[src/hw/rtl/gbh_pkg.sv]
`default_nettype none

package gbh_pkg;

  // Wait counter width and the width used for limit compares
  localparam int unsigned COUNT_WIDTH = 16;
  localparam int unsigned TMO_WIDTH   = 16;
  localparam int unsigned SETTLE_WIDTH = 8;
  localparam int unsigned CMP_WIDTH   = (COUNT_WIDTH > TMO_WIDTH) ? COUNT_WIDTH : TMO_WIDTH;
  localparam logic [COUNT_WIDTH-1:0] CNT_MAX = {COUNT_WIDTH{1'b1}};

  localparam int unsigned CFG_IDX_WIDTH  = 2;
  localparam int unsigned CFG_DATA_WIDTH = 16;
  localparam int unsigned S_TDATA_WIDTH  = 24;
  localparam int unsigned S_TUSER_WIDTH  = 2;
  localparam int unsigned M_TDATA_WIDTH  = 24;

  localparam logic [7:0] DATA_RELEASED = 8'hFF;

  // Register reset values
  localparam logic [TMO_WIDTH-1:0]    SRC_TMO_RST  = 16'd1000;
  localparam logic [TMO_WIDTH-1:0]    ACC_TMO_RST  = 16'd100;
  localparam logic [TMO_WIDTH-1:0]    REL_WAIT_RST = 16'd1000;
  localparam logic [SETTLE_WIDTH-1:0] SETTLE_RST   = 8'd1;

  typedef enum logic [CFG_IDX_WIDTH-1:0] {
    CFG_SOURCE_TIMEOUT   = 2'd0,
    CFG_ACCEPTOR_TIMEOUT = 2'd1,
    CFG_RELEASE_WAIT     = 2'd2,
    CFG_SETTLE_TICKS     = 2'd3
  } cfg_idx_e;

  // Request kinds
  localparam logic [1:0] KIND_TICK   = 2'd0;
  localparam logic [1:0] KIND_SOURCE = 2'd1;
  localparam logic [1:0] KIND_ACCEPT = 2'd2;

  typedef enum logic [2:0] {
    PH_IDLE     = 3'd0,
    PH_S_RFD1   = 3'd1,
    PH_S_SETTLE = 3'd2,
    PH_S_DAC    = 3'd3,
    PH_S_RFD2   = 3'd4,
    PH_A_DAV    = 3'd5,
    PH_A_REL    = 3'd6
  } phase_e;

  typedef struct packed {
    logic [TMO_WIDTH-1:0]    source_timeout;
    logic [TMO_WIDTH-1:0]    acceptor_timeout;
    logic [TMO_WIDTH-1:0]    release_wait;
    logic [SETTLE_WIDTH-1:0] settle_ticks;
  } cfg_t;

  typedef struct packed {
    logic [1:0] kind;
    logic [7:0] tx_byte;
    logic       tx_end;
    logic       nrfd_line;
    logic       ndac_line;
    logic       dav_line;
    logic       eoi_line;
    logic [7:0] bus_data;
  } item_t;

  typedef struct packed {
    logic       dav;
    logic       nrfd;
    logic       ndac;
    logic       eoi;
    logic [7:0] data;
  } drives_t;

  typedef struct packed {
    drives_t    drv;
    logic       busy;
    logic       done;
    logic       status;
    logic [7:0] rx_byte;
    logic       rx_end;
  } result_t;

  localparam drives_t DRIVES_RELEASED = '{dav: 1'b1, nrfd: 1'b1, ndac: 1'b1, eoi: 1'b1,
                                          data: DATA_RELEASED};

endpackage

`default_nettype wire

[src/hw/rtl/gbh_cfg.sv]
`default_nettype none

module gbh_cfg (
  input  wire logic                                clk_i,
  input  wire logic                                rst_ni,
  input  wire logic                                cfg_we_i,
  input  wire logic [gbh_pkg::CFG_IDX_WIDTH-1:0]   cfg_idx_i,
  input  wire logic [gbh_pkg::CFG_DATA_WIDTH-1:0]  cfg_wdata_i,
  output gbh_pkg::cfg_t                            cfg_o
);
  import gbh_pkg::*;

  cfg_t cfg_q, cfg_d;

  always_comb begin
    cfg_d = cfg_q;
    if (cfg_we_i) begin
      case (cfg_idx_e'(cfg_idx_i))
        CFG_SOURCE_TIMEOUT:   cfg_d.source_timeout   = cfg_wdata_i[TMO_WIDTH-1:0];
        CFG_ACCEPTOR_TIMEOUT: cfg_d.acceptor_timeout = cfg_wdata_i[TMO_WIDTH-1:0];
        CFG_RELEASE_WAIT:     cfg_d.release_wait     = cfg_wdata_i[TMO_WIDTH-1:0];
        CFG_SETTLE_TICKS:     cfg_d.settle_ticks     = cfg_wdata_i[SETTLE_WIDTH-1:0];
        default:              cfg_d = cfg_q;
      endcase
    end
  end

  always_ff @(posedge clk_i or negedge rst_ni) begin
    if (!rst_ni) begin
      cfg_q.source_timeout   <= SRC_TMO_RST;
      cfg_q.acceptor_timeout <= ACC_TMO_RST;
      cfg_q.release_wait     <= REL_WAIT_RST;
      cfg_q.settle_ticks     <= SETTLE_RST;
    end else begin
      cfg_q <= cfg_d;
    end
  end

  assign cfg_o = cfg_q;

endmodule

`default_nettype wire

[src/hw/rtl/gbh_core.sv]
`default_nettype none

module gbh_core (
  input  wire logic     clk_i,
  input  wire logic     rst_ni,
  input  wire logic     step_i,
  input  wire gbh_pkg::cfg_t  cfg_i,
  input  wire gbh_pkg::item_t item_i,
  output gbh_pkg::result_t res_o
);
  import gbh_pkg::*;

  phase_e                 phase_q, phase_d;
  logic [COUNT_WIDTH-1:0] cnt_q, cnt_d;
  logic [7:0]             tx_q, tx_d;
  logic [7:0]             rx_q, rx_d;
  logic                   rx_end_q, rx_end_d;
  drives_t                drv_q, drv_d;
  logic                   done, status;

  logic [COUNT_WIDTH:0]   cnt_sum;
  logic [COUNT_WIDTH-1:0] cnt_inc;
  logic [TMO_WIDTH-1:0]   limit;
  logic                   timed_out;
  logic                   settled;

  // Saturating failed-tick count and its timeout test
  assign cnt_sum = {1'b0, cnt_q} + {{COUNT_WIDTH{1'b0}}, 1'b1};
  assign cnt_inc = cnt_sum[COUNT_WIDTH] ? CNT_MAX : cnt_sum[COUNT_WIDTH-1:0];

  always_comb begin
    case (phase_q)
      PH_A_DAV: limit = cfg_i.acceptor_timeout;
      PH_A_REL: limit = cfg_i.release_wait;
      default:  limit = cfg_i.source_timeout;
    endcase
  end

  assign timed_out = (CMP_WIDTH'(cnt_inc) >= CMP_WIDTH'(limit)) || (cnt_inc == CNT_MAX);
  assign settled   = CMP_WIDTH'(cnt_inc) >= CMP_WIDTH'(cfg_i.settle_ticks);

  // Next phase
  always_comb begin
    phase_d = phase_q;
    case (phase_q)
      PH_IDLE: begin
        if (item_i.kind == KIND_SOURCE)      phase_d = PH_S_RFD1;
        else if (item_i.kind == KIND_ACCEPT) phase_d = PH_A_DAV;
      end
      PH_S_RFD1: begin
        if (item_i.nrfd_line) begin
          phase_d = (cfg_i.settle_ticks == '0) ? PH_S_DAC : PH_S_SETTLE;
        end else if (timed_out) begin
          phase_d = PH_IDLE;
        end
      end
      PH_S_SETTLE: begin
        if (settled) phase_d = PH_S_DAC;
      end
      PH_S_DAC: begin
        if (item_i.ndac_line)  phase_d = PH_S_RFD2;
        else if (timed_out)    phase_d = PH_IDLE;
      end
      PH_S_RFD2: begin
        if (item_i.nrfd_line || timed_out) phase_d = PH_IDLE;
      end
      PH_A_DAV: begin
        if (!item_i.dav_line) phase_d = PH_A_REL;
        else if (timed_out)   phase_d = PH_IDLE;
      end
      PH_A_REL: begin
        if (item_i.dav_line || timed_out) phase_d = PH_IDLE;
      end
      default: phase_d = PH_IDLE;
    endcase
  end

  // Drives, counter and held bytes
  always_comb begin
    cnt_d    = cnt_q;
    tx_d     = tx_q;
    rx_d     = rx_q;
    rx_end_d = rx_end_q;
    drv_d    = drv_q;
    done     = 1'b0;
    status   = 1'b0;
    case (phase_q)
      PH_IDLE: begin
        if (item_i.kind == KIND_SOURCE) begin
          drv_d     = DRIVES_RELEASED;
          drv_d.eoi = ~item_i.tx_end;
          tx_d      = item_i.tx_byte;
          cnt_d     = '0;
        end else if (item_i.kind == KIND_ACCEPT) begin
          drv_d      = DRIVES_RELEASED;
          drv_d.ndac = 1'b0;
          rx_d       = '0;
          rx_end_d   = 1'b0;
          cnt_d      = '0;
        end
      end
      PH_S_RFD1: begin
        if (item_i.nrfd_line) begin
          drv_d.data = ~tx_q;
          if (cfg_i.settle_ticks == '0) drv_d.dav = 1'b0;
          cnt_d = '0;
        end else begin
          cnt_d = cnt_inc;
          if (timed_out) begin
            drv_d  = DRIVES_RELEASED;
            done   = 1'b1;
            status = 1'b1;
          end
        end
      end
      PH_S_SETTLE: begin
        if (settled) begin
          drv_d.dav = 1'b0;
          cnt_d     = '0;
        end else begin
          cnt_d = cnt_inc;
        end
      end
      PH_S_DAC: begin
        if (item_i.ndac_line) begin
          drv_d.dav  = 1'b1;
          drv_d.data = DATA_RELEASED;
          cnt_d      = '0;
        end else begin
          cnt_d = cnt_inc;
          if (timed_out) begin
            drv_d  = DRIVES_RELEASED;
            done   = 1'b1;
            status = 1'b1;
          end
        end
      end
      PH_S_RFD2: begin
        if (item_i.nrfd_line) begin
          drv_d = DRIVES_RELEASED;
          done  = 1'b1;
        end else begin
          cnt_d = cnt_inc;
          if (timed_out) begin
            drv_d  = DRIVES_RELEASED;
            done   = 1'b1;
            status = 1'b1;
          end
        end
      end
      PH_A_DAV: begin
        if (!item_i.dav_line) begin
          drv_d.nrfd = 1'b0;
          drv_d.ndac = 1'b1;
          rx_d       = ~item_i.bus_data;
          rx_end_d   = ~item_i.eoi_line;
          cnt_d      = '0;
        end else begin
          cnt_d = cnt_inc;
          if (timed_out) begin
            drv_d  = DRIVES_RELEASED;
            done   = 1'b1;
            status = 1'b1;
          end
        end
      end
      PH_A_REL: begin
        if (!item_i.dav_line) cnt_d = cnt_inc;
        if (item_i.dav_line || timed_out) begin
          drv_d.ndac = 1'b0;
          done       = 1'b1;
        end
      end
      default: begin
        drv_d = DRIVES_RELEASED;
        cnt_d = '0;
      end
    endcase
  end

  always_ff @(posedge clk_i or negedge rst_ni) begin
    if (!rst_ni) begin
      phase_q  <= PH_IDLE;
      cnt_q    <= '0;
      tx_q     <= '0;
      rx_q     <= '0;
      rx_end_q <= 1'b0;
      drv_q    <= DRIVES_RELEASED;
    end else if (step_i) begin
      phase_q  <= phase_d;
      cnt_q    <= cnt_d;
      tx_q     <= tx_d;
      rx_q     <= rx_d;
      rx_end_q <= rx_end_d;
      drv_q    <= drv_d;
    end
  end

  assign res_o.drv     = drv_d;
  assign res_o.busy    = (phase_d != PH_IDLE);
  assign res_o.done    = done;
  assign res_o.status  = status;
  assign res_o.rx_byte = rx_d;
  assign res_o.rx_end  = rx_end_d;

endmodule

`default_nettype wire

[src/hw/rtl/gpib_byte_handshake.sv]
`default_nettype none

// Channel   Dir  Handshake              Payload
// s_axis    in   tvalid/tready          tuser: kind; tdata: tick request with sampled lines
// m_axis    out  tvalid/tready          tdata: line drives, busy/done/status, received byte
// cfg       in   cfg_we_i (no wait)     cfg_idx_i selects register, cfg_wdata_i value
//
// One request per clock sustained while m_axis_tready is high, one result per request: an
// input register feeds the state machine, which fills the result register as it steps.
// Async active-low reset: phase idle, lines released with data 0xFF, timeouts source
// 1000, acceptor 100, release 1000 ticks, settle 1 tick.
// While a result waits and m_axis_tready is low the result and the state machine hold,
// and the input register takes at most one more request before s_axis_tready drops.
module gpib_byte_handshake (
  input  wire logic                                clk_i,
  input  wire logic                                rst_ni,
  input  wire logic                                s_axis_tvalid,
  output      logic                                s_axis_tready,
  // tdata, low bit up: tx_byte[7:0], tx_end, nrfd_line, ndac_line, dav_line,
  // eoi_line, bus_data[7:0], 3 zero bits
  input  wire logic [gbh_pkg::S_TDATA_WIDTH-1:0]   s_axis_tdata,
  // tuser: kind[1:0]
  input  wire logic [gbh_pkg::S_TUSER_WIDTH-1:0]   s_axis_tuser,
  output      logic                                m_axis_tvalid,
  input  wire logic                                m_axis_tready,
  // tdata, low bit up: dav_drive, nrfd_drive, ndac_drive, eoi_drive, data_drive[7:0],
  // busy_res, done_res, status, rx_byte[7:0], rx_end
  output      logic [gbh_pkg::M_TDATA_WIDTH-1:0]   m_axis_tdata,
  input  wire logic                                cfg_we_i,
  input  wire logic [gbh_pkg::CFG_IDX_WIDTH-1:0]   cfg_idx_i,
  input  wire logic [gbh_pkg::CFG_DATA_WIDTH-1:0]  cfg_wdata_i
);
  import gbh_pkg::*;

  cfg_t    cfg;
  item_t   in_q, in_d;
  logic    in_vld_q, in_vld_d;
  result_t res, out_q;
  logic    out_vld_q, out_vld_d;
  logic    s_acc, advance;

  gbh_cfg u_cfg (
    .clk_i       (clk_i),
    .rst_ni      (rst_ni),
    .cfg_we_i    (cfg_we_i),
    .cfg_idx_i   (cfg_idx_i),
    .cfg_wdata_i (cfg_wdata_i),
    .cfg_o       (cfg)
  );

  // Advance the state machine when a request sits in the input register and the
  // result register is empty or being drained this cycle.
  assign advance       = in_vld_q && (!out_vld_q || m_axis_tready);
  assign s_axis_tready = !in_vld_q || advance;
  assign s_acc         = s_axis_tvalid && s_axis_tready;

  // Unpack the request
  assign in_d.kind      = s_axis_tuser[1:0];
  assign in_d.tx_byte   = s_axis_tdata[7:0];
  assign in_d.tx_end    = s_axis_tdata[8];
  assign in_d.nrfd_line = s_axis_tdata[9];
  assign in_d.ndac_line = s_axis_tdata[10];
  assign in_d.dav_line  = s_axis_tdata[11];
  assign in_d.eoi_line  = s_axis_tdata[12];
  assign in_d.bus_data  = s_axis_tdata[20:13];

  assign in_vld_d  = s_acc || (in_vld_q && !advance);
  assign out_vld_d = advance || (out_vld_q && !m_axis_tready);

  always_ff @(posedge clk_i or negedge rst_ni) begin
    if (!rst_ni) begin
      in_vld_q  <= 1'b0;
      out_vld_q <= 1'b0;
    end else begin
      in_vld_q  <= in_vld_d;
      out_vld_q <= out_vld_d;
    end
  end

  // Payload registers: input loads on accept, result on advance, hold otherwise
  always_ff @(posedge clk_i) begin
    if (s_acc)   in_q  <= in_d;
    if (advance) out_q <= res;
  end

  gbh_core u_core (
    .clk_i  (clk_i),
    .rst_ni (rst_ni),
    .step_i (advance),
    .cfg_i  (cfg),
    .item_i (in_q),
    .res_o  (res)
  );

  assign m_axis_tvalid = out_vld_q;
  assign m_axis_tdata  = {out_q.rx_end, out_q.rx_byte, out_q.status, out_q.done, out_q.busy,
                          out_q.drv.data, out_q.drv.eoi, out_q.drv.ndac, out_q.drv.nrfd,
                          out_q.drv.dav};

  // A finished transfer never reports busy
  a_done_not_busy: assert property (@(posedge clk_i) disable iff (!rst_ni)
    m_axis_tvalid |-> !(m_axis_tdata[13] && m_axis_tdata[12]))
    else $error("done reported while busy");

  // A timeout status only comes with done
  a_status_with_done: assert property (@(posedge clk_i) disable iff (!rst_ni)
    m_axis_tvalid && m_axis_tdata[14] |-> m_axis_tdata[13])
    else $error("status set without done");

  // Every timeout reported in status leaves all lines released
  a_timeout_released: assert property (@(posedge clk_i) disable iff (!rst_ni)
    m_axis_tvalid && m_axis_tdata[14] |-> (m_axis_tdata[11:0] == 12'hFFF))
    else $error("lines not released after timeout");

  // Input stalls only behind a full, stalled result register
  a_stall_cause: assert property (@(posedge clk_i) disable iff (!rst_ni)
    !s_axis_tready |-> in_vld_q && out_vld_q && !m_axis_tready)
    else $error("input stalled without output backpressure");

endmodule

`default_nettype wire

[config.mk]
export PLATFORM = sky130hd
export DESIGN_NAME = gpib_byte_handshake
export DESIGN_NICKNAME = d
export VERILOG_FILES = /design/src/hw/rtl/gbh_pkg.sv /design/src/hw/rtl/gbh_cfg.sv /design/src/hw/rtl/gbh_core.sv /design/src/hw/rtl/gpib_byte_handshake.sv
export SDC_FILE = /design/constraint.sdc
export NUM_CORES = 1
export LEC_CHECK = 0
export BUFFER_PORTS_ARGS = -buffer_cell sky130_fd_sc_hd__buf_2
export CAP_MARGIN = 40
export CORE_AREA = 2 2 123 125
export CTS_CLUSTER_SIZE = 24
export DETAILED_ROUTE_END_ITERATION = 10
export DIE_AREA = 0 0 125 127
export HOLD_SLACK_MARGIN = 0.06
export PLACE_DENSITY = 0.73
export SETUP_SLACK_MARGIN = 0.05
export SYNTH_ARGS = -nofsm -noshare
export SYNTH_HDL_FRONTEND = slang
export SYNTH_SLANG_ARGS = --single-unit
export TNS_END_PERCENT = 5
[constraint.sdc]
create_clock -name clk_i -period 6.6 [get_ports clk_i]
set_clock_uncertainty 0.1 [all_clocks]
set_input_delay 0.33 -clock clk_i [delete_from_list [all_inputs] [get_ports clk_i]]
set_output_delay 0.33 -clock clk_i [all_outputs]
set_load 0.005 [all_outputs]
== After elaboration in Yosys (flattened, before gate mapping) ==
Cells that the tools add are included.

* Register bits after elaboration: 153
* Input bits: 49
* Output and inout bits: 26
* Word-level logic and storage cells: 141

* Add/subtract/negate cells: 1
* Magnitude comparators: 2
* Equal/unequal tests: 15
* Muxes and demuxes: 58
* Bitwise gates (word level): 4
* Reduce and logical (&&, ||, !) cells: 27

{| class="wikitable"
|+ Operators with widths
! cell !! number
|-
| $mux W16 || 9
|-
| $pmux W16 S7 || 1
|-
| $pmux W9 S6 || 1
|-
| $mux W12 || 4
|-
| $mux W8 || 5
|-
| $mux W3 || 11
|-
| $pmux W16 S2 || 1
|-
| $pmux W3 S7 || 1
|-
| $add A16 B1 Y17 const B || 1
|-
| $eq A16 B16 Y1 const B || 1
|-
| $ge A16 B16 Y1 || 1
|-
| $ge A16 B8 Y1 || 1
|-
| $mux W1 || 16
|-
| $not A8 Y8 || 2
|-
| $pmux W8 S2 || 1
|-
| $pmux W1 S7 || 2
|-
| $eq A3 B3 Y1 const B || 3
|-
| $mux W9 || 1
|-
| $logic_not A8 Y1 || 1
|-
| $reduce_and A2 Y1 || 4
|-
| $logic_or A1 B1 Y1 || 7
|-
| $eq A2 B2 Y1 const B || 3
|-
| $eq A3 B2 Y1 const B || 2
|-
| $pmux W1 S6 || 1
|-
| other kinds (17) || 27
|}

== Depth between registers and ports, before layout ==
Gate-level depths: netlist of the first run.

* Depth after elaboration: 8
* Depth in mapped cells: 18
* Gate-level depth less buffers: 15

== Hierarchy ==
Synthesis of the first run repeated with hierarchy kept, for this count alone.

* Cell total of the unflattened synthesis: 694
* Area, all modules: 7,910.1 µm²

{| class="wikitable"
|+ By module, submodules not included
! module !! times used !! cells an instance !! area each (µm²)
|-
| gbh_core || 1 || 520 || 4,266.6
|-
| gbh_cfg || 1 || 119 || 2,128.3
|-
| gpib_byte_handshake || 1 || 55 || 1,515.2
|}

== Least setup slack after synthesis of the first run ==
No wires, ideal clock.

* Kind: reg-to-reg
* From: reg u_core.cnt_q[0]
* To: reg out_q (netlist bit m_axis_tdata[2]) (data pin)
* Arrival time: 3,820 ps
* Required time: 6,244 ps
* Path slack: 2,424 ps
* Cell stages (with the launch flop): 17
* Path buffers: 2
* Path through: dfrtp_1 ha_1 and4_4 nand3_1 or4_4 clkbuf_1 nand2_1 ha_1 a211o_1 a21oi_1 o21ai_0 a41oi_1 o21ai_0 or2_4 buf_6 a211o_1 a31o_2

{| class="wikitable"
|+ RTL lines
! item !! RTL line !! source
|-
| from (decl) || gbh_core.sv:14 || <nowiki>logic [COUNT_WIDTH-1:0] cnt_q, cnt_d;</nowiki>
|-
| from (signal assigned) || gbh_core.sv:191 || <nowiki>cnt_q <= cnt_d;</nowiki>
|-
| to (signal assigned) || gpib_byte_handshake.sv:83 || <nowiki>if (advance) out_q <= res;</nowiki>
|-
| to (decl) || gpib_byte_handshake.sv:38 || <nowiki>result_t res, out_q;</nowiki>
|}

==> results of run 1 <==
-- layout by cell type (no fill, tap or decap), drive strengths merged, types with 13 or more instances in the layout --
cell,instances
a21oi,52
a22o,32
buf,82
clkbuf,23
dfrtp,78
dfstp,28
dlygate4sd3,28
edfxtp,47
ha,25
inv,23
mux2,75
nand2,52
nand2b,13
nor2,57
o21ai,50
-- critical path: cells and delay by family (launching register included) --
kind / cells / cell delay (ns)
compound gates: 7 / 1.79
flops: 1 / 0.44
fa+ha+maj: 2 / 0.58
simple gates: 5 / 1.70
-- final timing paths --
| kind | cells past startpoint | slack, ns | from | endpoint |
|---|---|---|---|---|
| max | 14 | 1.68 | u_core.cnt_q[0] | m_axis_tdata[4] |
| min | 2 | 0.07 | cfg_wdata_i[13] | u_cfg.cfg_o[21] |
| max reg2reg | 14 | 1.68 | u_core.cnt_q[0] | m_axis_tdata[4] |
| min reg2reg | 1 | 0.38 | in_q[13] | u_core.tx_q[0] |
| max in group asynchronous | 3 | 4.87 | rst_ni | u_cfg.cfg_o[24] |
| min in group asynchronous | 2 | 0.37 | rst_ni | u_core.rx_q[0] |
-- flip-flops by register name (all words and copies together) (netlist names), 3 cells and up --
name	count
m_axis_tdata	24
u_core.drv_q	12
u_core.tx_q	8
u_core.rx_q	8
in_q	23
u_core.cnt_q	16
u_cfg.cfg_o	56
u_core.phase_q	3
-- power by group --
group	total, W	internal (W)	switching (W)
sequential	0.00142	0.00128	0.000141
clock	0.000912	0.000551	0.000361
combinational	0.00125	0.000528	0.000725
total	0.00359	0.00236	0.00123
-- kinds of logic after synthesis --
kind of cell             synth area share
AND/OR/NAND/NOR                     0.116
buffers and inverters              0.0344
multiplexers                        0.113
adder cells (fa/ha/maj)            0.0402
flip-flops                          0.526
XOR/XNOR                           0.0112
AO/OA/AOI/OAI                       0.160
-- metal layers --
metal,vias to the layer above,track usage,wire [um]
met3,23,0.0607,1150
met2,227,0.371,8220
met4,0,0.0706,228
li1,2771,-,-
met1,2820,0.309,7770
met5,-,0,0
-- area by class of cell --
type / count / area, um^2 / share of cell area
clock inverters: 9 / 100 / 0.0110
clock buffers: 23 / 448 / 0.0490
repair buffers: 110 / 747 / 0.0817
multi-input cells: 485 / 3430 / 0.375
inverters: 23 / 86.3 / 0.00945
well taps: 184 / 230 / 0.0252
flip-flops and latches: 153 / 4100 / 0.449
-- metrics by stage --
stage | cells | instance area (um^2) | worst slack [ns] | utilization
final | 987 | 9140 | 1.68 | 0.634
after CTS | 987 | 9140 | 1.74 | 0.634
after detailed placement | 927 | 8310 | 1.74 | 0.576
after global placement | 923 | 8250 | 1.64 | 0.572
after global routing | 987 | 9140 | 1.46 | 0.634
after floorplan | 698 | 7790 | 2.42 | -
==> metrics.md, run 1 <==
| Metric | Value |
|---|---|
| Worst hold path class | `input pin to register` |
| Rel. slew slack | `0.473` |
| Num CTS Buffers | `17` |
| RSZ-0062 raised after global routing | `false` |
| Initial antenna violation count | `0` |
| First-pass GRT wire length | `just under 30,000 um` |
| Dominant synthesized flop cell | `dfrtp_1` |
| CORE AREA | `~14,000 um^2` |
| Synth top cells by count | `dfrtp_1, mux2_2, nor2_1` |
| Routed length per instance | `between 15 and 20 um` |
| CTS H-Tree Depth | `4` |
| Clock Sinks | `around 150` |
| Async SR Flop Fraction | `0.693` |
| Syn-to-layout area delta | `17.3%` |
| Row cnt | `44` |
| Worst EP arrival | `about 5 ns` |
| Die width | `approximately 130 um` |
| Clock Tree Buf Depth | `2` |
| Outcome | `complete, no violations` |
| Crit-path most repeated cell | `o21ai_0` |
| Count of pins over their slew limit | `0` |
| Antenna cells | `0` |
| Fin crit period | `between 4 and 5 ns` |
| Most common cell in the netlist | `dfrtp_1` |
| Final setup violation count | `0` |
| 1st-iter DRT viols | `between 500 and 600` |
| TritonCTS clock tree | `built` |
| Post-CTS Setup Bufs | `0` |
| Hold buffer count at CTS | `28` |
| Routability-driven placement congestion ratio | `just over 0.9` |
| Count of final hold-check violations | `0` |
| Via count | `roughly 5,800` |
| Routed Antenna Nets | `0` |
| WP data required | `between 6 and 7 ns` |
| Die area | `roughly 16,000 um^2` |
| # DRC | `0` |
| Least-Margin Pin Slew | `around 0.78 ns` |
| Reg clk slew, reported paths | `approximately 0.06 ns` |
| Fillers | `~1,100` |
| Cell area after synthesis | `slightly below 8000 um^2` |
| Layout Nets | `between 800 and 900` |
| Crit path launch type | `register` |
| Total track usage | `0.230` |
| Starting density of the core | `0.540` |
| Largest net degree at the start of global routing | `58` |
| Area leader, netlist | `dfrtp_1` |
| Final HPWL DP | `11,500 um` |
| CP max stage cell | `or4_4` |
| Total gr overflow | `0` |
| Seq cells post-synth | `approximately 150` |
| DRT Pass-1 Iters | `5` |
| Top Ports | `75` |
| Fin crit share | `0.746` |
| Max Clk Rate | `between 0.2 and 0.25 GHz` |
| PwrDens | `392 nW/um^2` |
| Vias in the first global route | `between 5,000 and 6,000` |
| Yosys cell types | `a little over 70` |
| Hold slack final | `roughly 0.071 ns` |
| Drt via density | `about 6` |
| Clock Tree Root | `clkbuf_16` |
| Syn Area/Cell | `~11 um^2` |
| Crit-path max FO | `16` |
| Post-Route WL | `17,400 um` |
| Yosys top cell area share | `0.251` |
| Fraction of layout cells with a size suffix above 1 | `0.274` |
| Clk Latency, worst-skew pair | `0.43 ns` |
| Total of max-cap violations | `0` |
| Total negative slack | `0 ns` |
| Cells after synthesis | `between 600 and 700` |
| Seq/Total Area, Yosys | `0.526` |
| Critical path type | `register to register` |
| Port bufs | `71` |
| Post-synth EDFFs | `47` |
| Top cells by area, synth | `dfrtp_1, edfxtp_1, mux2_2` |
| Pwr Total | `~0.0036 W` |
| Post-cts resize count | `0` |
| Ys Warns | `0` |
| VDD IR-drop max | `0.222 mV` |
| Worst Setup End Kind | `register` |
| Leakage | `between 3 and 4 nW` |
| Die height | `between 100 and 150 um` |
| Syn Nets | `approximately 770` |
| Crit-path cells | `ha_1, and4_4, nand3_1, or4_4, nand2_1, ha_1, a211o_1, a21oi_1, o21ai_0, a41oi_1, o21ai_0, or2_4, a21oi_2, o21ai_0` |
| CP max stage delay | `approximately 0.67 ns` |
(Power assumes the default switching activity.)
==> run 2, diff against run 1 <==
--- a/config.mk
+++ b/config.mk
@@ -7,12 +7,12 @@
 export LEC_CHECK = 0
 export BUFFER_PORTS_ARGS = -buffer_cell sky130_fd_sc_hd__buf_2
 export CAP_MARGIN = 40
-export CORE_AREA = 2 2 123 125
+export CORE_AREA = 2 2 124 126
 export CTS_CLUSTER_SIZE = 24
 export DETAILED_ROUTE_END_ITERATION = 10
-export DIE_AREA = 0 0 125 127
+export DIE_AREA = 0 0 126 128
 export HOLD_SLACK_MARGIN = 0.06
-export PLACE_DENSITY = 0.73
+export PLACE_DENSITY = 0.75
 export SETUP_SLACK_MARGIN = 0.05
 export SYNTH_ARGS = -nofsm -noshare
 export SYNTH_HDL_FRONTEND = slang
==> constraint.sdc (replaced) <==
create_clock -name clk_i -period 4 [get_ports clk_i]
set_clock_uncertainty 0.1 [all_clocks]
set_input_delay 0.2 -clock clk_i [delete_from_list [all_inputs] [get_ports clk_i]]
set_output_delay 0.2 -clock clk_i [all_outputs]
set_load 0.005 [all_outputs]
==> run 2 against run 1 <==
  * First-iteration DRC count fell by 5.3%
  * Core utilization rose by 3.5 points
  * Wire length rose by 14%
  * Critical path depth rose by 1
  * Design area rose by 8.7%
  * Clock power rose by 81%
  * Critical endpoint is now m_axis_tdata[2]
==> metrics.md, run 2 (synthesis gave the netlist of run 1 again) <==
| Metric | Value |
|---|---|
| Clock Sinks | `153 (unchanged)` |
| Reg-to-Reg Start | `u_core.cnt_q[1]` |
| Leakage | `4.28 nW (+9.1%)` |
| Reg clk slew, reported paths | `0.06 ns (about the same)` |
| Post-Route WL | `19,800 um (+14%)` |
| Fin crit share | `0.970 (+0.224)` |
| Critical Path Source | `u_core.cnt_q[1]` |
| DRT Pass-1 Iters | `5 (unchanged)` |
| Clock Tree Root | `clkbuf_16` |
| Routed Antenna Nets | `0 (unchanged)` |
| FF/Latch Area | `4100 um^2 (about the same)` |
| Worst hold path class | `input pin to register` |
| Antenna cells | `0 (unchanged)` |
| CORE AREA | `14,900 um^2 (+3.1%)` |
| 1st-iter DRT viols | `549 (-5.3%)` |
| Total track usage | `0.246 (+0.0158)` |
| Die width | `126 um (+0.80%)` |
| Hold slack final | `0.311 ns (+0.240 ns)` |
| Fillers | `1,113 (+1.1%)` |
| Via count | `6,211 (+6.3%)` |
| Die height | `128 um (+0.79%)` |
| Clock Tree Buf Depth | `2 (unchanged)` |
| Count of pins over their slew limit | `0 (unchanged)` |
| Worst EP arrival | `3.96 ns (-0.99 ns)` |
| # DRC | `0 (unchanged)` |
| RSZ-0062 raised after global routing | `true` |
| Starting density of the core | `0.524 (-0.0160)` |
| Syn-to-layout area delta | `27.5%` |
| Num CTS Buffers | `17 (unchanged)` |
| Total negative slack | `0 ns (unchanged)` |
| Largest net degree at the start of global routing | `70 (+21%)` |
| Reg2Reg Setup Slack | `0.12 ns (-1.56 ns)` |
| Total gr overflow | `0 (unchanged)` |
| Critical path type | `register to register` |
| CTS H-Tree Depth | `4 (unchanged)` |
| Critical path destination | `m_axis_tdata[2]` |
| VDD IR-drop max | `0.431 mV (+93%)` |
| Count of final hold-check violations | `0 (unchanged)` |
| TritonCTS clock tree | `built` |
| Largest register FFs | `56 (unchanged)` |
| Worst Setup End Kind | `register` |
| Vias in the first global route | `6,148 (+3.2%)` |
| Initial antenna violation count | `0 (unchanged)` |
| Total of max-cap violations | `0 (unchanged)` |
| Multi-input gate area | `3610 um^2 (+5.3%)` |
| Routed length per instance | `18.9 um (+7.2%)` |
| Row cnt | `45 (+2.3%)` |
| Rel. slew slack | `0.447 (-0.0257)` |
| Clk Latency, worst-skew pair | `0.43 ns (about the same)` |
| Drt via density | `5.92 (about the same)` |
| Final setup violation count | `0 (unchanged)` |
| Commonest cells after routing, fill and taps aside | `dfrtp_1, mux2_2, buf_2, nor2_1` |
| Crit path launch type | `register` |
| First-pass GRT wire length | `31,300 um (+6.3%)` |
| PwrDens | `652 nW/um^2 (+66%)` |
| WP data required | `4.08 ns (-2.55 ns)` |
| Fraction of layout cells with a size suffix above 1 | `0.348 (+0.0745)` |
| Routability-driven placement congestion ratio | `0.926 (+0.56%)` |
| Crit-path max FO | `6 (-10)` |
| Reg2reg end | `m_axis_tdata[2]` |
| Port bufs | `71 (unchanged)` |
| Fin crit period | `3.88 ns (-1.04 ns)` |
| Die area | `16,100 um^2 (+1.6%)` |
| Layout Nets | `922 (+6.7%)` |
| Most common cell after layout, fill and taps aside | `dfrtp_1` |
| FF-to-FF path depth | `15 (+1)` |
| Least-Margin Pin Slew | `0.827 ns (+0.0445 ns)` |
| Max Clk Rate | `0.258 GHz (+27%)` |
| Final HPWL DP | `12,600 um (+9.0%)` |
| Top Ports | `75 (unchanged)` |
| Outcome | `complete, no violations` |
## run 2: cell type report
cell class,instances,share of cell area
inverters,23,0.00869
flip-flops and latches,153,0.413
clock inverters,8,0.00693
clock buffers,24,0.0559
well taps,188,0.0237
multi-input cells,485,0.363
repair buffers,168,0.129
## run 2: routing by layer
metal	part of all wire	global-route usage
met3	0.055	0.0467
met4	0.024	0.0963
met5	0	0
met2	0.48	0.392
met1	0.44	0.337
## run 2: power by group
part / internal [W] / switching [W]
clock: 0.000984 / 0.000666
sequential: 0.00211 / 0.000229
combinational: 0.00109 / 0.00140
total: 0.00418 / 0.00229
## run 2: worst max-delay path: stages (launching register included)
cell     delay (ns)
dfrtp_1        0.39
ha_4           0.16
and4_4         0.23
nand3_4        0.08
or4_4          0.61
buf_6          0.16
nand2_4        0.06
ha_4           0.20
a211o_1        0.27
a21oi_2        0.12
o21ai_2        0.08
a41oi_2        0.22
o21ai_4        0.12
or2_4          0.29
a211o_1        0.33
a31o_2         0.22
## run 2: stage by stage
step / worst slack (ns) / utilization / cell area (um^2) / instances / power (W)
after global routing: 0.0186 / 0.668 / 9940 / 1049 / 0.00683
after CTS: 0.0644 / 0.654 / 9720 / 1043 / 0.00625
after detailed placement: 0.0697 / 0.582 / 8650 / 966 / 0.00455
after floorplan: 0.0571 / - / 7810 / 698 / 0.00379
final: 0.121 / 0.668 / 9940 / 1049 / 0.00648
after global placement: 0.0713 / 0.576 / 8560 / 962 / 0.00443
## run 2: how the worst min path moves through the flow
stage	startpoint	cells after the start	slack, ns	endpoint
CTS	cfg_idx_i[1]	3	0.30	u_cfg.cfg_o[11]
floorplan	rst_ni	0	-0.20	in_vld_q
global route	cfg_idx_i[1]	4	0.33	u_cfg.cfg_o[41]
global placement	s_axis_tdata[17]	1	0.28	in_q[4]
finish	cfg_we_i	3	0.31	u_cfg.cfg_o[10]
detailed placement	rst_ni	1	-0.03	u_core.rx_q[1]
## run 2: timing repair
item | 4_1_cts | 5_1_grt
setup endpoints to repair | 3 | 46
gates resized for setup | 0 | 38
pin swaps | 2 | 13
hold buffers | 45 | 0
setup buffers | 0 | 6
hold endpoints to repair | 161 | 0
==> run 3, diff against run 2 <==
--- a/config.mk
+++ b/config.mk
@@ -13,6 +13,7 @@
 export DIE_AREA = 0 0 126 128
 export HOLD_SLACK_MARGIN = 0.06
 export PLACE_DENSITY = 0.75
+export RECOVER_POWER = 50
 export SETUP_SLACK_MARGIN = 0.05
 export SYNTH_ARGS = -nofsm -noshare
 export SYNTH_HDL_FRONTEND = slang
==> run 3 against run 2 <==
  * The flow now finishes with violations (capacitance limit, slew limit)
  * Critical path depth is the same
  * Sequential power is essentially flat
  * Combinational power is essentially flat
  * Maximum frequency grew 0.14%
  * Setup slack gained 0.0053 ns
  * Register-to-register slack is essentially flat
  * Via count grew 0.85%
  * Sequential share of layout area grew 0.36 points
  * Count of clock-buffer cells in the layout is the same
  * Clock power is essentially flat
  * Critical endpoint unchanged
==> metrics.md, run 3 (synthesis gave the netlist of run 1 again) <==
| Metric | Value |
|---|---|
| Count of pins over their slew limit | `70 (+70)` |
| Routability-driven placement congestion ratio | `0.926 (unchanged)` |
| PwrDens | `656 nW/um^2 (+0.59%)` |
| Leakage | `4.18 nW (-2.3%)` |
| Crit-path max FO | `6 (unchanged)` |
| Num CTS Buffers | `17 (unchanged)` |
| Die height | `128 um (unchanged)` |
| Total track usage | `0.246 (unchanged)` |
| 1st-iter DRT viols | `550 (+0.18%)` |
| Syn-to-layout area delta | `26.5%` |
| Top Ports | `75 (unchanged)` |
| DRT Pass-1 Iters | `7 (+2)` |
| Pwr Total | `0.00646 W (-0.28%)` |
| Routed length per instance | `18.9 um (about the same)` |
| Row cnt | `45 (unchanged)` |
| Reg2Reg Setup Slack | `0.13 ns (about the same)` |
| Clock Tree Root | `clkbuf_16` |
| Initial antenna violation count | `0 (unchanged)` |
| Critical path type | `register to register` |
| Fin crit period | `3.87 ns (-0.00534 ns)` |
| Final HPWL DP | `12,600 um (unchanged)` |
| Die area | `16,100 um^2 (unchanged)` |
| VDD IR-drop max | `0.430 mV (-0.20%)` |
| Hold Crit Start | `cfg_idx_i[1]` |
| Vias in the first global route | `6,148 (unchanged)` |
| # placed instances | `966 (unchanged)` |
| Rel. slew slack | `-0.102 (-0.549)` |
| Count of final hold-check violations | `0 (unchanged)` |
| Fin crit share | `0.968 (-0.00134)` |
| Least-Margin Pin Slew | `1.65 ns (+0.826 ns)` |
| Routed Antenna Nets | `0 (unchanged)` |
| Antenna cells | `0 (unchanged)` |
| Critical path destination | `m_axis_tdata[2]` |
| Clock Tree Buf Depth | `2 (unchanged)` |
| FF-to-FF path depth | `15 (unchanged)` |
| Most common cell after layout, fill and taps aside | `dfrtp_1` |
| Layout Nets | `922 (unchanged)` |
| Max Clk Rate | `0.258 GHz (+0.14%)` |
| First-pass GRT wire length | `31,300 um (unchanged)` |
| Final setup violation count | `0 (unchanged)` |
| RSZ-0062 raised after global routing | `true` |
| Reg clk slew, reported paths | `0.06 ns (about the same)` |
| Commonest cells after routing, fill and taps aside | `dfrtp_1, mux2_2, nor2_1, nand2_1, a21oi_1` |
| CORE AREA | `14,900 um^2 (unchanged)` |
| Critical Path Source | `u_core.cnt_q[1]` |
| WP data required | `4.08 ns (about the same)` |
| Worst hold path class | `input pin to register` |
| Failing checks | `capacitance limit, slew limit` |
| Worst EP arrival | `3.95 ns (about the same)` |
| TritonCTS clock tree | `built` |
| Clock Sinks | `153 (unchanged)` |
| Total gr overflow | `0 (unchanged)` |
| Largest register FFs | `56 (unchanged)` |
| Total of max-cap violations | `1 (+1)` |
| Outcome | `complete, but fails checks` |
| Largest net degree at the start of global routing | `70 (unchanged)` |
| Fraction of layout cells with a size suffix above 1 | `0.310 (-0.0383)` |
| Via count | `6,264 (+0.85%)` |
| Die width | `126 um (unchanged)` |
| Drt via density | `5.97 (+0.85%)` |
| Port bufs | `71 (unchanged)` |
| Reg-to-Reg Start | `u_core.cnt_q[1]` |
| Crit path launch type | `register` |
| CTS H-Tree Depth | `4 (unchanged)` |
| # DRC | `0 (unchanged)` |
| Final Instance Count excl. Fillers | `1,049 (unchanged)` |
| Clk Latency, worst-skew pair | `0.43 ns (about the same)` |
| Post-Route WL | `19,800 um (about the same)` |
| Worst Setup End Kind | `register` |
| Starting density of the core | `0.524 (unchanged)` |
| Total negative slack | `0 ns (unchanged)` |
| Reg2reg end | `m_axis_tdata[2]` |
-- run 3: cell types whose count changed in the layout (fill, tap and decap cells not counted), sizes merged --
cell    delta
clkbuf    +30
buf       -30
-- run 3: how the worst min path moves through the flow --
stage / endpoint / depth (start not counted)
2_1_floorplan: in_vld_q / 0
3_3_place_gp: in_q[4] / 1
3_5_place_dp: u_core.rx_q[1] / 1
4_1_cts: u_cfg.cfg_o[11] / 3
5_1_grt: u_cfg.cfg_o[10] / 3
6_report: u_cfg.cfg_o[11] / 3
-- run 3: what timing repair did --
item / CTS / global route
setup endpoints to repair: 3 / 46
hold buffers: 45 / 0
setup buffers: 0 / 6
resized for setup: 0 / 38
pin swaps: 2 / 13
hold endpoints to repair: 161 / 0
-- run 3: critical path, cell delays in order (launching register included) --
cell,delay (ns)
dfrtp_1,0.39
ha_4,0.16
and4_4,0.23
nand3_4,0.08
or4_4,0.61
buf_6,0.16
nand2_4,0.06
ha_4,0.20
a211o_1,0.27
a21oi_2,0.12
o21ai_2,0.08
a41oi_2,0.22
o21ai_4,0.12
or2_4,0.29
a211o_1,0.32
a31o_2,0.22
-- run 3: layout make-up --
type,instances,area [um^2]
Sequential cell,153,4100
Inverter,23,86.3
Timing Repair Buffer,168,1200
Clock inverter,8,68.8
Multi-Input combinational cell,485,3600
Fill cell,1142,5010
Tap cell,188,235
Clock buffer,24,556
-- run 3: where the power goes --
group / switching, W / internal, W / leakage [nW] / total (W)
combinational: 0.00140 / 0.00107 / 2.16 / 0.00247
sequential: 0.000231 / 0.00211 / 1.71 / 0.00234
clock: 0.000665 / 0.000984 / 0.307 / 0.00165
total: 0.00229 / 0.00416 / 4.18 / 0.00646
-- run 3: metrics by stage --
step	hold WS, ns	setup slack (ns)	util	instance area, um^2
global placement	0.278	0.0713	0.576	8560
detailed placement	-0.0335	0.0697	0.582	8650
global route	0.288	0.0186	0.663	9850
finish	0.258	0.126	0.663	9850
floorplan	-0.196	0.0571	-	7810
CTS	0.297	0.0644	0.654	9720
-- run 3: per-layer routing --
metal / wire (um) / GRT usage
met2: 9450 / 0.392
met3: 1110 / 0.0467
met1: 8760 / 0.337
met4: 491 / 0.0963
met5: 0 / 0
